### config.mk
export PLATFORM = sky130hd
export DESIGN_NAME = indexed_list_store
export DESIGN_NICKNAME = d
export VERILOG_FILES = /design/src/design/lst_pkg.sv /design/src/design/lst_ctrl.sv /design/src/design/lst_dp.sv /design/src/design/indexed_list_store.sv
export SDC_FILE = /design/constraint.sdc
export NUM_CORES = 1
export LEC_CHECK = 0
export BUFFER_PORTS_ARGS = -buffer_cell sky130_fd_sc_hd__buf_2
export CORE_AREA = 2 2 230 232
export DETAILED_ROUTE_END_ITERATION = 8
export DIE_AREA = 0 0 232 234
export PLACE_DENSITY = 0.83
export RECOVER_POWER = 25
export SYNTH_ARGS = -nofsm -noshare
export SYNTH_HDL_FRONTEND = slang
export SYNTH_HIERARCHICAL = 1
export SYNTH_SLANG_ARGS = --single-unit
### constraint.sdc
create_clock -name clk -period 20.3 [get_ports clk]
set_clock_uncertainty 0.15 [all_clocks]
set_input_delay 2.03 -clock clk [delete_from_list [all_inputs] [get_ports clk]]
set_output_delay 2.03 -clock clk [all_outputs]
set_load 0.02 [all_outputs]
### src/design/lst_pkg.sv
// Shared types and constants for the indexed list store.
`timescale 1ns / 1ps

package lst_pkg;

  // Fixed field widths of the request and result items
  localparam int POS_W = 5;
  localparam int VAL_W = 32;
  localparam int CNT_OUT_W = 5;

  // Request kinds
  typedef enum logic [1:0] {
    REQ_INSERT = 2'd0,
    REQ_REMOVE = 2'd1,
    REQ_READ   = 2'd2,
    REQ_CLEAR  = 2'd3
  } req_t;

  // Result status codes
  typedef enum logic [1:0] {
    STATUS_OK    = 2'd0,
    STATUS_RANGE = 2'd1,
    STATUS_FULL  = 2'd2
  } status_t;

  // Controller states
  typedef enum logic {
    ST_IDLE = 1'b0,
    ST_EXEC = 1'b1
  } state_t;

  // Controller to datapath commands
  typedef struct packed {
    logic    capture;
    logic    insert;
    logic    remove;
    logic    read;
    logic    clear;
    logic    result_valid;
    status_t status;
  } lst_cmd_t;

  // Datapath to controller status
  typedef struct packed {
    req_t req;
    logic pos_gt_count;
    logic pos_ge_count;
    logic full;
  } lst_sts_t;

endpackage

### src/design/lst_ctrl.sv
// Controller for the indexed list store: request sequencing and decode.
`timescale 1ns / 1ps

module lst_ctrl (
  input  logic              clk,
  input  logic              rst_n,
  input  logic              start,
  output logic              busy,
  input  lst_pkg::lst_sts_t sts,
  output lst_pkg::lst_cmd_t cmd
);
  import lst_pkg::*;

  state_t state_r;
  state_t state_nxt;

  // State register
  always_ff @(posedge clk) begin
    if (!rst_n) begin
      state_r <= ST_IDLE;
    end else begin
      state_r <= state_nxt;
    end
  end

  // Next state
  always_comb begin
    state_nxt = state_r;
    unique case (state_r)
      ST_IDLE: begin
        if (start) begin
          state_nxt = ST_EXEC;
        end
      end
      ST_EXEC: begin
        state_nxt = ST_IDLE;
      end
      default: begin
        state_nxt = ST_IDLE;
      end
    endcase
  end

  // Outputs: capture in idle, decode and execute the held request
  always_comb begin
    cmd  = '0;
    busy = 1'b0;
    unique case (state_r)
      ST_IDLE: begin
        cmd.capture = start;
      end
      ST_EXEC: begin
        busy             = 1'b1;
        cmd.result_valid = 1'b1;
        cmd.status       = STATUS_OK;
        unique case (sts.req) inside
          REQ_INSERT: begin
            if (sts.pos_gt_count) begin
              cmd.status = STATUS_RANGE;
            end else if (sts.full) begin
              cmd.status = STATUS_FULL;
            end else begin
              cmd.insert = 1'b1;
            end
          end
          REQ_REMOVE, REQ_READ: begin
            if (sts.pos_ge_count) begin
              cmd.status = STATUS_RANGE;
            end else if (sts.req == REQ_REMOVE) begin
              cmd.remove = 1'b1;
            end else begin
              cmd.read = 1'b1;
            end
          end
          REQ_CLEAR: begin
            cmd.clear = 1'b1;
          end
          default: begin
            cmd.status = STATUS_OK;
          end
        endcase
      end
      default: begin
        busy = 1'b0;
      end
    endcase
  end

endmodule

### src/design/lst_dp.sv
// Datapath for the indexed list store: cell row, count and result registers.
`timescale 1ns / 1ps

module lst_dp #(
  parameter int CAPACITY   = 16,
  parameter int DATA_WIDTH = 32
) (
  input  logic                            clk,
  input  logic                            rst_n,
  input  lst_pkg::lst_cmd_t               cmd,
  output lst_pkg::lst_sts_t               sts,
  input  logic [1:0]                      in_req_type,
  input  logic [lst_pkg::POS_W-1:0]       in_position,
  input  logic signed [lst_pkg::VAL_W-1:0] in_item_value,
  output logic                            out_valid,
  output logic [1:0]                      out_status,
  output logic signed [lst_pkg::VAL_W-1:0] out_read_value,
  output logic [lst_pkg::CNT_OUT_W-1:0]   out_element_count
);
  import lst_pkg::*;

  localparam int CW   = $clog2(CAPACITY + 1);
  localparam int IDXW = $clog2(CAPACITY);
  localparam int CMPW = (CW > POS_W) ? CW : POS_W;

  // Held request
  req_t                  req_r;
  logic [POS_W-1:0]      pos_r;
  logic [DATA_WIDTH-1:0] val_r;

  // List state
  logic [DATA_WIDTH-1:0] cells_r [CAPACITY];
  logic [CW-1:0]         count_r;
  logic [CW-1:0]         count_nxt;

  // Result registers
  logic                  out_valid_r;
  status_t               out_status_r;
  logic [VAL_W-1:0]      out_read_value_r;
  logic [CNT_OUT_W-1:0]  out_count_r;

  logic [CMPW-1:0]       pos_cmp;
  logic [CMPW-1:0]       cnt_cmp;
  logic [63:0]           wr_ext;
  logic [63:0]           rd_ext;
  logic [IDXW-1:0]       rd_idx;

  // Request capture; the value is kept in stored form
  assign wr_ext = 64'(in_item_value);

  always_ff @(posedge clk) begin
    if (!rst_n) begin
      req_r <= REQ_READ;
    end else if (cmd.capture) begin
      req_r <= req_t'(in_req_type);
    end
  end

  always_ff @(posedge clk) begin
    if (cmd.capture) begin
      pos_r <= in_position;
      val_r <= wr_ext[DATA_WIDTH-1:0];
    end
  end

  // Range and fill checks for the controller
  assign pos_cmp = CMPW'(pos_r);
  assign cnt_cmp = CMPW'(count_r);

  always_comb begin
    sts.req          = req_r;
    sts.pos_gt_count = pos_cmp > cnt_cmp;
    sts.pos_ge_count = pos_cmp >= cnt_cmp;
    sts.full         = count_r == CW'(CAPACITY);
  end

  // Cell row: each cell loads, shifts up, shifts down or holds
  for (genvar i = 0; i < CAPACITY; i++) begin : g_cell
    always_ff @(posedge clk) begin
      if (cmd.insert) begin
        if (CMPW'(i) == pos_cmp) begin
          cells_r[i] <= val_r;
        end else if (i > 0 && CMPW'(i) > pos_cmp && CMPW'(i) <= cnt_cmp) begin
          cells_r[i] <= cells_r[(i > 0) ? i - 1 : 0];
        end
      end else if (cmd.remove) begin
        if (i + 1 < CAPACITY && CMPW'(i) >= pos_cmp && CMPW'(i + 1) < cnt_cmp) begin
          cells_r[i] <= cells_r[(i + 1 < CAPACITY) ? i + 1 : i];
        end
      end
    end
  end

  // Count update
  always_comb begin
    count_nxt = count_r;
    if (cmd.insert) begin
      count_nxt = count_r + CW'(1);
    end else if (cmd.remove) begin
      count_nxt = count_r - CW'(1);
    end else if (cmd.clear) begin
      count_nxt = '0;
    end
  end

  always_ff @(posedge clk) begin
    if (!rst_n) begin
      count_r <= '0;
    end else begin
      count_r <= count_nxt;
    end
  end

  // Read port: sign-extend from the stored width
  assign rd_idx = pos_cmp[IDXW-1:0];
  assign rd_ext = 64'($signed(cells_r[rd_idx]));

  // Result registers
  always_ff @(posedge clk) begin
    if (!rst_n) begin
      out_valid_r <= 1'b0;
    end else begin
      out_valid_r <= cmd.result_valid;
    end
  end

  always_ff @(posedge clk) begin
    if (cmd.result_valid) begin
      out_status_r     <= cmd.status;
      out_read_value_r <= cmd.read ? rd_ext[VAL_W-1:0] : '0;
      out_count_r      <= CNT_OUT_W'(count_nxt);
    end
  end

  assign out_valid         = out_valid_r;
  assign out_status        = out_status_r;
  assign out_read_value    = out_read_value_r;
  assign out_element_count = out_count_r;

`ifndef ASSERT_OFF
  a_count_bound: assert property (@(posedge clk) disable iff (!rst_n)
    count_r <= CW'(CAPACITY))
    else $error("entry count above capacity");

  a_insert_room: assert property (@(posedge clk) disable iff (!rst_n)
    cmd.insert |-> count_r < CW'(CAPACITY))
    else $error("insert into a full list");

  a_clear_empty: assert property (@(posedge clk) disable iff (!rst_n)
    cmd.clear |=> count_r == '0)
    else $error("clear left entries");

  a_fail_zero: assert property (@(posedge clk) disable iff (!rst_n)
    (cmd.result_valid && cmd.status != STATUS_OK) |=>
      (out_valid && out_read_value_r == '0 && out_count_r == $past(CNT_OUT_W'(count_r))))
    else $error("failed request changed state or returned data");
`endif

endmodule

### src/design/indexed_list_store.sv
// Top level of the indexed list store: ordered list with insert, remove, read and clear.
//
// The edge that accepts an item captures the request,
// and the following cycle decodes it and updates the whole cell row in
// parallel (every cell loads, shifts or holds at once). The result strobe out_valid
// rises the cycle after that, for exactly one cycle, and busy is low again in
// that same cycle; no new item is accepted while busy is high. Results
// cannot be held off. Errors (position out of range, empty or full list)
// leave the list unchanged and report a status code; read_value is zero for
// everything but a successful read.
`timescale 1ns / 1ps

module indexed_list_store #(
  parameter int CAPACITY   = 16,
  parameter int DATA_WIDTH = 32
) (
  input  logic                             clk,
  input  logic                             rst_n,
  input  logic                             start,
  output logic                             busy,
  input  logic [1:0]                       in_req_type,
  input  logic [lst_pkg::POS_W-1:0]        in_position,
  input  logic signed [lst_pkg::VAL_W-1:0] in_item_value,
  output logic                             out_valid,
  output logic [1:0]                       out_status,
  output logic signed [lst_pkg::VAL_W-1:0] out_read_value,
  output logic [lst_pkg::CNT_OUT_W-1:0]    out_element_count
);
  import lst_pkg::*;

  lst_cmd_t cmd;
  lst_sts_t sts;

  // Sequencing and decode
  lst_ctrl u_ctrl (
    .clk   (clk),
    .rst_n (rst_n),
    .start (start),
    .busy  (busy),
    .sts   (sts),
    .cmd   (cmd)
  );

  // Cell row, count and results
  lst_dp #(
    .CAPACITY   (CAPACITY),
    .DATA_WIDTH (DATA_WIDTH)
  ) u_dp (
    .clk               (clk),
    .rst_n             (rst_n),
    .cmd               (cmd),
    .sts               (sts),
    .in_req_type       (in_req_type),
    .in_position       (in_position),
    .in_item_value     (in_item_value),
    .out_valid         (out_valid),
    .out_status        (out_status),
    .out_read_value    (out_read_value),
    .out_element_count (out_element_count)
  );

endmodule

==> results of run 1 <==
==> layer usage <==
metal | track usage, % | up-vias
met4 | 14.0 | 4
met1 | 53.0 | 12848
met2 | 55.1 | 2427
li1 | - | 11299
met3 | 13.7 | 382
met5 | 0 | -
==> sequential cells by signal, indices dropped and copies added, names as in the netlist <==
name                    flops
u_dp/cells_r              512
u_ctrl/state_r              1
u_dp/out_status             2
u_dp/out_read_value        32
u_dp/val_r                 32
u_dp/out_valid              1
u_dp/req_r                  2
u_dp/cnt_cmp                5
u_dp/out_element_count      5
u_dp/pos_cmp                5
==> synth_stat cells (3+ instances only) <==
master    count
a31oi_1     260
nor3_1        5
nand3_1      16
buf_4        18
a221o_1      32
o211ai_1      3
o31ai_1       3
edfxtp_1    588
o211a_1      32
nor2b_1      29
buf_2        73
a22o_1       22
o311ai_0     29
nor2_1      293
clkbuf_1    183
nand2b_1      4
mux2i_1     213
a211oi_1     23
a21oi_1      33
and3_1       42
ha_1         14
buf_1        14
o21ai_0     130
inv_1         9
buf_8         3
o21ai_1      36
nand2_1     732
mux2_2       89
dfxtp_1       9
mux4_2       84
and2_1       14
or3_1         5
o21ai_2      12
==> layout make-up <==
class	count	share of cell area, %
clock buffer	89	5.04
inverter	10	0.104
tap	688	2.39
sequential	597	49.6
antenna	2	0.0139
multi-input combinational	2193	39.8
clock inverter	29	0.734
timing repair buffer	147	2.28
==> worst register-to-register path, cell delays in order (launching register included) <==
cell,delay (ns)
edfxtp_1,0.32
clkbuf_1,2.32
ha_1,0.57
nor2b_1,0.14
o21a_1,0.16
o21ai_0,0.25
a21oi_1,0.19
nor4bb_2,0.33
clkbuf_1,0.59
nor3b_1,0.36
nand3_2,0.14
clkbuf_1,2.34
o311ai_2,0.37
buf_4,0.47
==> cells by family (layout without fill, tap and decap cells) <==
kind of cell,Yosys count,in the layout,synth area share (%)
compound gates,629,629,12.5
xor+xnor,1,1,0.0263
fa+ha+maj,14,14,0.526
buf+inv,303,275,4.02
flops,597,597,53.5
mux,387,387,15.1
other cells,0,2,0
simple gates,1162,1162,14.3
==> worst max path at each step <==
stage | slack (ns) | end | from | cells after the start
finish | 11.21 | u_dp/cells_r[13][20] | u_dp/pos_cmp[1] | 13
global route | 11.06 | u_dp/cells_r[13][31] | u_dp/pos_cmp[1] | 13
CTS | 14.40 | u_dp/cells_r[9][11] | u_dp/pos_cmp[1] | 12
detailed placement | 14.45 | u_dp/cells_r[9][11] | u_dp/pos_cmp[1] | 12
global placement | 14.75 | u_dp/cells_r[9][20] | u_dp/pos_cmp[1] | 12
floorplan | 13.21 | u_dp/cells_r[2][0] | u_dp/pos_cmp[0] | 13
==> power by group through the flow <==
stage / clock (uW) / combinational [uW] / sequential (uW)
3_5_place_dp: 0 / 164 / 1410
5_1_grt: 1240 / 182 / 1390
4_1_cts: 1190 / 165 / 1390
3_3_place_gp: 0 / 156 / 1410
6_report: 1190 / 171 / 1390
2_1_floorplan: 0 / 122 / 1400
==> layout by cell type, fill, tap and decap left out, types with 12 or more instances in the layout <==
master,instances
mux4_2,84
a211oi_1,23
a221o_1,32
buf_2,41
mux2_2,89
o311ai_0,21
clkinv_1,13
a21oi_1,32
ha_1,14
nand2_1,732
a22o_1,22
buf_4,53
nor2b_1,26
clkbuf_16,69
edfxtp_1,588
clkbuf_1,71
a31oi_1,260
mux2i_1,213
o211a_1,30
and3_1,41
nor2_1,290
o21ai_0,135
o21ai_2,12
o21ai_1,30
==> per-stage QoR <==
step	cell area, um^2	hold slack (ns)	cells
floorplan	33300	0.344	3093
detailed placement	34000	0.391	3633
global placement	34000	0.396	3633
finish	36000	0.424	3755
global route	36000	0.459	3753
CTS	36100	0.411	3751
==> metrics, run 1 <==
multi-input logic area=14300 um^2; count of cell types in the netlist=65; initial antenna violation count=4; Worst EP required=20.44 ns; Clk pwr share=43.2%; Max clock buf depth=3; post-synthesis register bit count=597; Synth area leader=edfxtp_1; actual slew at the worst max-slew pin=3.31 ns; family with the most delay on the worst path=buffers and inverters; row cnt=84; postcts setup bufs=0; CTS resizes=0; full die area=54300 um^2; sequential share of the synthesized area=53.5%; Pleak=0.0123 uW; Async SR Flop Fraction=0%; Post-Syn Instances=3093; Post-CTS Hold Fix Bufs=0; Worst Setup Slack, final=11.21 ns; fin crit period=9.09 ns; max_cap viols=11; synthesized area=33300 um^2; Synth top area share=53.0%; FILL cells=3629; root buf cell=clkbuf_16; DIE WIDTH=232 um; RR Startpoint=u_dp/pos_cmp[1]; vias in the first global route=25.8k; status=finished, violations left; gr ovfl total=0; Highest Signal Layer=met5; PortBufs=82; Max Freq=110 MHz; worst path cell trace=clkbuf_1 -> ha_1 -> nor2b_1 -> o21a_1 -> o21ai_0 -> a21oi_1 -> nor4bb_2 -> clkbuf_1 -> nor3b_1 -> nand3_2 -> clkbuf_1 -> o311ai_2 -> buf_4; syn_area_per_cell=10.8 um^2; crit-path max FO=65; DR WL met2=44.4 mm; CP bufs+invs=4; IR drop worst, VDD=0.0726 mV; Post-Syn Nets=3149; largest net degree at the start of global routing=117; total power=2750 uW; CP peak stage delay=2.34 ns; Post-synth EDFFs=588; Slowest-stage cell, CP=clkbuf_1; slew margin rel.=-120%; ys flop type=edfxtp_1; min-delay src=u_dp/req_r[1]; worst slack, placed=14.45 ns; global-route wire length before repair=156 mm; setup TNS=0 ns; WL final=103 mm; Vias=27.0k; Sw Share=23.0%; Comb power frac=6.2%; final count of hold timing violations=0; Hold Path Depth=2; Int Pwr=2120 uW; reg2reg end=u_dp/cells_r[13][20]; most frequent CP cell=clkbuf_1; DR WL/cell=27.4 um; violated checks=max-capacitance violations, max-slew violations; Worst-Skew Late Latency=0.63 ns; post-route core utilization=69.1%; GP Congestion=0.963; Final Max Slew Viols=367; final net count=3072; total clock buffers created by CTS=67; Synth Warn #=6; Die Y=234 um; Sink Count=597; area delta synth->final=7.90%; Flop pwr share=50.6%; sequential cell area=17800 um^2; Worst EP arrival=9.23 ns; fin crit share=44.8%; fraction of final layout cells sized beyond drive strength 1=13.4%; Worst-path clk slew=0.07 ns; WS Path Type=flop to flop; met3 WL=17.9 mm; TritonRoute pass-1 iters=6; I/O pin count=83; clock tree from TritonCTS=built; Initial Utilization=64.1%; NetSw=632 uW; post-DP HPWL=63.8 mm; core area=52000 um^2; Post-route DRC=0; initial DRC count=4523; M1 WL=37.0 mm; reg2reg path depth=13; Pwr Density=76.4 nW/um^2; Hold EP=u_dp/req_r[1]; Antenna Nets Post-Route=0; GRT Util Overall=38.0%; Final setup viols=0; H-tree Lvls=3; vias per cell=7.18; setup slack, reg-to-reg=11.21 ns; RSZ-0062 raised after global routing=false; Setup crit start kind=flop; synth top area cells=edfxtp_1 (53%), nand2_1 (8.2%), mux2i_1 (6.4%); crit path capture type=flop; HP Class=flop to flop
Power figures use the tool's default switching activity.
==> inputs of run 2 (changes only) <==
--- a/config.mk
+++ b/config.mk
@@ -6,10 +6,10 @@
 export NUM_CORES = 1
 export LEC_CHECK = 0
 export BUFFER_PORTS_ARGS = -buffer_cell sky130_fd_sc_hd__buf_2
-export CORE_AREA = 2 2 230 232
+export CORE_AREA = 2 2 232 234
 export DETAILED_ROUTE_END_ITERATION = 8
-export DIE_AREA = 0 0 232 234
-export PLACE_DENSITY = 0.83
+export DIE_AREA = 0 0 234 236
+export PLACE_DENSITY = 0.82
 export RECOVER_POWER = 25
 export SYNTH_ARGS = -nofsm -noshare
 export SYNTH_HDL_FRONTEND = slang
==> constraint.sdc (replaced) <==
create_clock -name clk -period 9.3 [get_ports clk]
set_clock_uncertainty 0.15 [all_clocks]
set_input_delay 0.93 -clock clk [delete_from_list [all_inputs] [get_ports clk]]
set_output_delay 0.93 -clock clk [all_outputs]
set_load 0.02 [all_outputs]
==> metrics, run 2 (synthesis gave the netlist of run 1 again) <==
GP Congestion=0.910; CTS resizes=0; family with the most delay on the worst path=simple AND/OR/NAND/NOR gates; worst path cell trace=buf_4 -> clkinv_1 -> clkbuf_1 -> ha_1 -> nor2b_1 -> o21a_1 -> o21ai_0 -> nand2_1 -> a21o_1 -> and3b_1 -> nor3b_1 -> nand2_2 -> a21oi_4 -> buf_4 -> or2_2; core area=53100 um^2; max reg flops=512; status=finished, violations left; vias per cell=7.09; fraction of final layout cells sized beyond drive strength 1=13.4%; total clock buffers created by CTS=66; Die Y=236 um; final count of hold timing violations=0; clock tree from TritonCTS=built; Worst EP arrival=7.43 ns; setup slack, reg-to-reg=1.93 ns; HP Class=input pin to flop; setup TNS=0 ns; Pleak=0.0122 uW; root buf cell=clkbuf_16; post-DP HPWL=65.2 mm; Pwr Density=164 nW/um^2; slew margin rel.=-98.3%; Max clock buf depth=3; Worst EP required=9.36 ns; Post-route DRC=0; vias in the first global route=25.4k; I/O pin count=83; violated checks=max-capacitance violations, max-slew violations; H-tree Lvls=3; Flop pwr share=51.8%; commonest cells after routing, fill and taps aside=nand2_1 (731), edfxtp_1 (588), nor2_1 (291), a31oi_1 (260), mux2i_1 (213); Worst-Skew Late Latency=0.60 ns; final net count=3068; RSZ-0062 raised after global routing=false; largest net degree at the start of global routing=99; CP bufs+invs=4; Clk pwr share=41.9%; area delta synth->final=7.56%; Initial Utilization=62.8%; max_cap viols=10; Final Max Slew Viols=282; postcts setup bufs=0; Worst-path clk slew=0.06 ns; actual slew at the worst max-slew pin=2.98 ns; Comb power frac=6.3%; Sink Count=597; Inst Count DP=3638; crit-path max FO=65; PortBufs=82; full die area=55200 um^2; row cnt=85; FILL cells=3851; GRT Util Overall=37.0%; post-route core utilization=67.5%; Vias=26.6k; Max Freq=136 MHz; Final setup viols=0; Int Pwr=4540 uW; most frequent CP cell=buf_4; initial antenna violation count=0; global-route wire length before repair=155 mm; TritonRoute pass-1 iters=6; fin crit share=79.2%; IR drop worst, VDD=0.154 mV; WL final=101 mm; CP peak stage delay=1.49 ns; WS Path Type=flop to flop; DR WL/cell=27.0 um; Slowest-stage cell, CP=clkbuf_1; commonest non-fill, non-tap cell in the layout=nand2_1; Top reg by flops=u_dp/cells_r; WHS=0.343 ns; initial DRC count=4862; Antenna Nets Post-Route=0; gr ovfl total=0; total power=5860 uW; NetSw=1320 uW; Cell Count, Final, Fillers Out=3752; fin crit period=7.37 ns; crit path capture type=flop; DIE WIDTH=234 um; Post-CTS Hold Fix Bufs=0; Setup crit start kind=flop; Sw Share=22.5%
[run 2: final timing paths]
| path | from | end | depth (start not counted) |
|---|---|---|---|
| min | in_item_value[4] | u_dp/val_r[4] | 1 |
| min reg2reg | u_dp/cells_r[2][21] | u_dp/cells_r[1][21] | 2 |
| max | u_dp/pos_cmp[0] | u_dp/cells_r[3][16] | 15 |
| max reg2reg | u_dp/pos_cmp[0] | u_dp/cells_r[3][16] | 15 |
[run 2: routing by layer]
layer,wire length (um),GRT usage [%],part of all wire [%],up-vias
li1,-,-,-,11283
met1,37700,53.9,37,12701
met2,42900,51.8,42,2313
met3,17100,12.2,17,302
met4,3680,13.5,3.6,0
met5,0,0,0,-
[run 2: layout make-up]
| cell class | count | area [um^2] | area share (%) |
|---|---|---|---|
| flip-flops and latches | 597 | 17800 | 49.8 |
| multi-input cells | 2193 | 14300 | 40.0 |
| clock buffers | 85 | 1790 | 4.98 |
| well taps | 696 | 871 | 2.43 |
| repair buffers | 144 | 810 | 2.26 |
| clock inverters | 26 | 175 | 0.489 |
| inverters | 10 | 37.5 | 0.105 |
| diodes | 1 | 2.50 | 0.00698 |
[run 2: power groups by stage]
stage	combinational, uW	clock (uW)	sequential (uW)
final	368	2460	3040
after global routing	395	2580	3030
after CTS	359	2470	3030
after detailed placement	357	0	3090
after global placement	341	0	3080
after floorplan	267	0	3050
[run 2: stage by stage]
step	setup slack (ns)	area, um^2
global placement	3.64	34000
floorplan	2.21	33300
CTS	3.50	35900
detailed placement	3.56	34000
global route	1.71	35800
finish	1.93	35800
